==> src/rtl/quadratic_probe_hash_table_top_macros.svh <==
// Assertion macros for the hash table block.
`ifndef QUADRATIC_PROBE_HASH_TABLE_TOP_MACROS_SVH
`define QUADRATIC_PROBE_HASH_TABLE_TOP_MACROS_SVH
`ifndef SYNTHESIS
`define QPH_ASSERT_IMPLY(label, clk, rst, ante, cons) \
  label: assert property (@(posedge clk) disable iff (rst) (ante) |-> (cons)) \
    else $error("qph: assertion failed");
`define QPH_ASSERT_NEXT(label, clk, rst, ante, cons) \
  label: assert property (@(posedge clk) disable iff (rst) (ante) |=> (cons)) \
    else $error("qph: assertion failed");
`else
`define QPH_ASSERT_IMPLY(label, clk, rst, ante, cons)
`define QPH_ASSERT_NEXT(label, clk, rst, ante, cons)
`endif
`endif

==> src/rtl/qph_pkg.sv <==
package qph_pkg;

  localparam int SIZE_W    = 11;
  localparam int KEY_W     = 31;
  localparam int KEY_BIT_W = $clog2(KEY_W);
  localparam int SLOT_W    = 10;
  localparam int CNT_W     = 32;

  localparam logic [SIZE_W-1:0] SIZE_RESET = 11'd1024;
  localparam logic [SIZE_W-1:0] SIZE_MAX   = {SIZE_W{1'b1}};
  localparam logic [CNT_W-1:0]  CNT_SAT    = {CNT_W{1'b1}};

  localparam logic KIND_INSERT = 1'b0;
  localparam logic KIND_SEARCH = 1'b1;

  typedef enum logic [1:0] {
    ST_INSERTED  = 2'd0,
    ST_FULL      = 2'd1,
    ST_FOUND     = 2'd2,
    ST_NOT_FOUND = 2'd3
  } status_t;

  typedef enum logic [2:0] {
    S_CLEAR,
    S_IDLE,
    S_DIV,
    S_PRD,
    S_PCHK,
    S_DONE
  } state_t;

  typedef struct packed {
    logic             kind;
    logic [KEY_W-1:0] key;
  } in_item_t;

  typedef struct packed {
    status_t           status;
    logic [SLOT_W-1:0] slot;
    logic [CNT_W-1:0]  insert_collisions;
    logic [CNT_W-1:0]  search_collisions;
  } out_item_t;

  typedef struct packed {
    logic             used;
    logic [KEY_W-1:0] key;
  } entry_t;

  localparam int ENTRY_W = $bits(entry_t);

endpackage

==> src/rtl/qph_csub.sv <==
// Compare and subtract: y = (a >= n) ? a - n : a, for a < 2n.
module qph_csub (
  input  logic [qph_pkg::SIZE_W:0]   a,
  input  logic [qph_pkg::SIZE_W-1:0] n,
  output logic [qph_pkg::SIZE_W-1:0] y
);
  import qph_pkg::*;

  logic [SIZE_W:0] diff;

  always_comb begin
    diff = a - {1'b0, n};
    y    = (a >= {1'b0, n}) ? diff[SIZE_W-1:0] : a[SIZE_W-1:0];
  end

endmodule
==> config.mk <==
export PLATFORM = sky130hd
export DESIGN_NAME = qph_csub
export DESIGN_NICKNAME = d
export VERILOG_FILES = /design/src/rtl/quadratic_probe_hash_table_top_macros.svh /design/src/rtl/qph_pkg.sv /design/src/rtl/qph_csub.sv
export SDC_FILE = /design/constraint.sdc
export NUM_CORES = 1
export LEC_CHECK = 0
export BUFFER_PORTS_ARGS = -buffer_cell sky130_fd_sc_hd__buf_2
export CAP_MARGIN = 20
export CORE_MARGIN = 4
export CORE_UTILIZATION = 30
export DETAILED_ROUTE_END_ITERATION = 12
export SLEW_MARGIN = 20
export SYNTH_ARGS = -nofsm -noshare
export SYNTH_HDL_FRONTEND = slang
export SYNTH_SLANG_ARGS = --single-unit
==> constraint.sdc <==
create_clock -name vclk -period 9
set_input_delay 1.8 -clock vclk [all_inputs]
set_output_delay 1.8 -clock vclk [all_outputs]
set_load 0.01 [all_outputs]
==> run_results.csv <==
group,metric,value,unit
run_status,result_of_the_run,"finished clean",
min_path,timing.hold.worst_endpoint,"y[0]",
critical_path,timing.critical_path.fanout_max,20,
die,die_h,56.07,um
placed_design,post-dp-hpwl,1.479,mm
drt,totalWireLength,1.711,mm
final_layout,antenna_cells,0,
yosys,synth_top_cells_by_area,"ha_1 20%, inv_1 8.1%, nand2_1 8.1%, o21ai_0 7.2%, a21oi_1 5.1%",
power_and_ir_drop,leakagePower,0.4615,nW
power_and_ir_drop,total_switching_power,0.00003792,W
flow_run,max-cap-violations,0,
die,row_count,17,
sta,finalHoldViolations,0,
power_and_ir_drop,logic_gate_share_of_total_power,1.000,
critical_path,endpoint_kind,"output port",
drt,routed-via-count,814,
die,io-pin-count,34,
yosys,netlist_instances,105,
final_layout,design.final.nets,174,
sta,timing.setup.tns,0,ns
final_layout,area.sequential,0,um^2
placed_design,dpl_worst_slack,2.944,ns
die,initial_core_util,0.3133,
yosys,post-synth-top-area-fraction,0.1986,
yosys,post-synth-top-area-cell,"ha_1",
power_and_ir_drop,power.sequential.fraction,0,
sta,max_clock_freq,165.9,MHz
die,floorplan.die_area,3144,um^2
yosys,syn_nets,140,
global_routing,grt_util_all_layers,0.1069,
critical_path,critical_path_arrival,4.23,ns
drt,detailedRoute.firstPassIterationCount,4,
final_layout,final_layout_size_suffix_gt1_frac,0.2847,
sta,report.final.slew_viol_count,0,
yosys,synth.cell_area,693.2,um^2
die,fp.coreArea,2212,um^2
drt,route.detailed.vias_per_inst,4.933,
yosys,synth.avg_cell_area,6.602,um^2
drt,dr.first_iter.drc_count,6,
yosys,ys.warnings.count,0,
power_and_ir_drop,p_int,0.00003090,W
drt,dr_drc_count,0,
sta,finalSetupViolCount,0,
sta,tightest_slew,0.7145,ns
drt,route.detailed.wl_per_inst,10.37,um
final_layout,postLayoutCoreUtil,0.4005,
final_layout,clock_buffers,0,
sta,final.setup.worst_slack,2.973,ns
placed_design,final_weighted_congestion_in_routability_driven_placement,0.7973,
yosys,synthDistinctLibCells,32,
clock_tree,cts_stage_hold_buffer_count,0,
sta,finalCriticalPeriod,6.027,ns
power_and_ir_drop,part_of_the_power_in_the_clock_network,0,
sta,relSlewSlack,0.5236,
yosys,seq_area_frac_synth,0,
sta,unrepaired_setup_endpoints_after_global_routing,"false",
global_routing,grt_max_degree,21,
power_and_ir_drop,power_density,77.69,nW/um^2
power_and_ir_drop,power.ir.vdd_worst,0.02810,mV
final_layout,synthToLayoutAreaGrowth,27.80,%
die,die_width,56.07,um
global_routing,grt_first_pass_wirelength,3.001,mm
power_and_ir_drop,net_switching_share_of_the_total_power,0.5509,
critical_path,worstPathRequired,7.20,ns
min_path,hold-path-cell-count,4,
power_and_ir_drop,power,0.00006882,W
min_path,min_from,"a[0]",
global_routing,grt_pass1_vias,741,
placed_design,numPortBuffers,34,
critical_path,startpoint_type,"input pin",
min_path,classification_of_the_worst_slack_hold_path,"input pin to output port",
sta,final_min_period_over_clock_period,0.6697,
drt,drt.antenna.violating_nets,0,
final_layout,nFlopsAndLatches,0,
global_routing,grt-ovfl-total,0,
global_routing,grt_antenna_before_repair,0,
clock_tree,post-cts-setup-buffers,0,
critical_path,worst_setup_path_class,"input pin to output port",
clock_tree,cts_repair_resize_count,0,
## worst max-delay path, stage by stage
cell,delay (ns)
buf_2,0.11
ha_1,0.37
a21oi_4,0.24
o21ai_2,0.08
or4b_1,0.52
o21ai_2,0.58
mux2_1,0.39
buf_2,0.14
## layer usage
layer | GRT usage | share of wire | wire length (um) | up-vias
li1 | - | - | - | 430
met1 | 0.1337 | 0.44 | 751 | 370
met2 | 0.2053 | 0.52 | 882 | 14
met3 | 0.01160 | 0.045 | 77 | 0
met4 | 0 | 0 | 0 | 0
met5 | 0 | 0 | 0 | -
## cell usage after synthesis, drive strengths merged (3+ instances only)
cell type  count
xor2           4
o21ai         14
a21oi          8
nor2           6
inv           15
nand2b         3
nand2         15
ha            11
nor2b          4
xnor2          3
## power by group through the flow
stage | logic (W) | clock network, W | registers (W)
4_1_cts | 0.0000698 | 0 | 0
6_report | 0.0000688 | 0 | 0
2_1_floorplan | 0.0000477 | 0 | 0
3_5_place_dp | 0.0000694 | 0 | 0
5_1_grt | 0.0000777 | 0 | 0
3_3_place_gp | 0.0000683 | 0 | 0
## final cells by class
cell class                      instances  area [um^2]
Fill cell                             258         1326
Tap cell                               28        35.03
Timing Repair Buffer                   34        170.2
Inverter                               15        56.30
Multi-Input combinational cell         88        624.3
## worst max path at each step
stage                     slack [ns]  cells past startpoint  endpoint  start
after floorplan                 3.59                      8      y[3]   n[7]
after global placement          2.98                      8      y[3]   a[7]
after detailed placement        2.94                      8      y[3]   a[7]
after CTS                       2.94                      8      y[3]   a[7]
after global routing            2.82                      9      y[3]   n[7]
final                           2.97                      8      y[3]   a[7]
## through the flow
stage	instance area (um^2)	cells	hold WS (ns)
2_1_floorplan	693.2	105	3.750
3_3_place_gp	885.9	165	3.905
3_5_place_dp	885.9	165	3.904
4_1_cts	885.9	165	3.906
5_1_grt	885.9	165	3.922
6_report	885.9	165	3.902
## layout by cell type (no fill, tap or decap)
cell	n
or4b_2	1
or4b_1	1
a311oi_1	1
o21ai_0	10
a21oi_1	7
nor2b_1	3
mux2_1	2
nor2b_2	1
nand3_1	1
o311ai_0	1
nor2_1	6
nand2b_1	3
a21oi_4	1
o41ai_1	2
o21ai_1	2
o211ai_1	1
o21ai_2	2
a211o_1	1
fa_1	1
buf_2	34
xor2_1	4
ha_1	11
a31oi_1	1
nand3b_1	1
nand2_1	15
nor3_1	1
nand4_1	2
o22ai_1	1
inv_1	15
xnor2_1	3
a21boi_0	2
## cells by family (layout without fill, tap and decap cells)
family / after synthesis / in the layout / synth area share
AOI/OAI and AO/OA: 32 / 32 / 0.2997
xor gates and xnor gates: 7 / 7 / 0.08845
adders and majority gates: 12 / 12 / 0.2274
buffers and inverters: 17 / 49 / 0.09927
muxes: 2 / 2 / 0.03249
and+or+nand+nor: 35 / 35 / 0.2527
(Power assumes the default switching activity.)
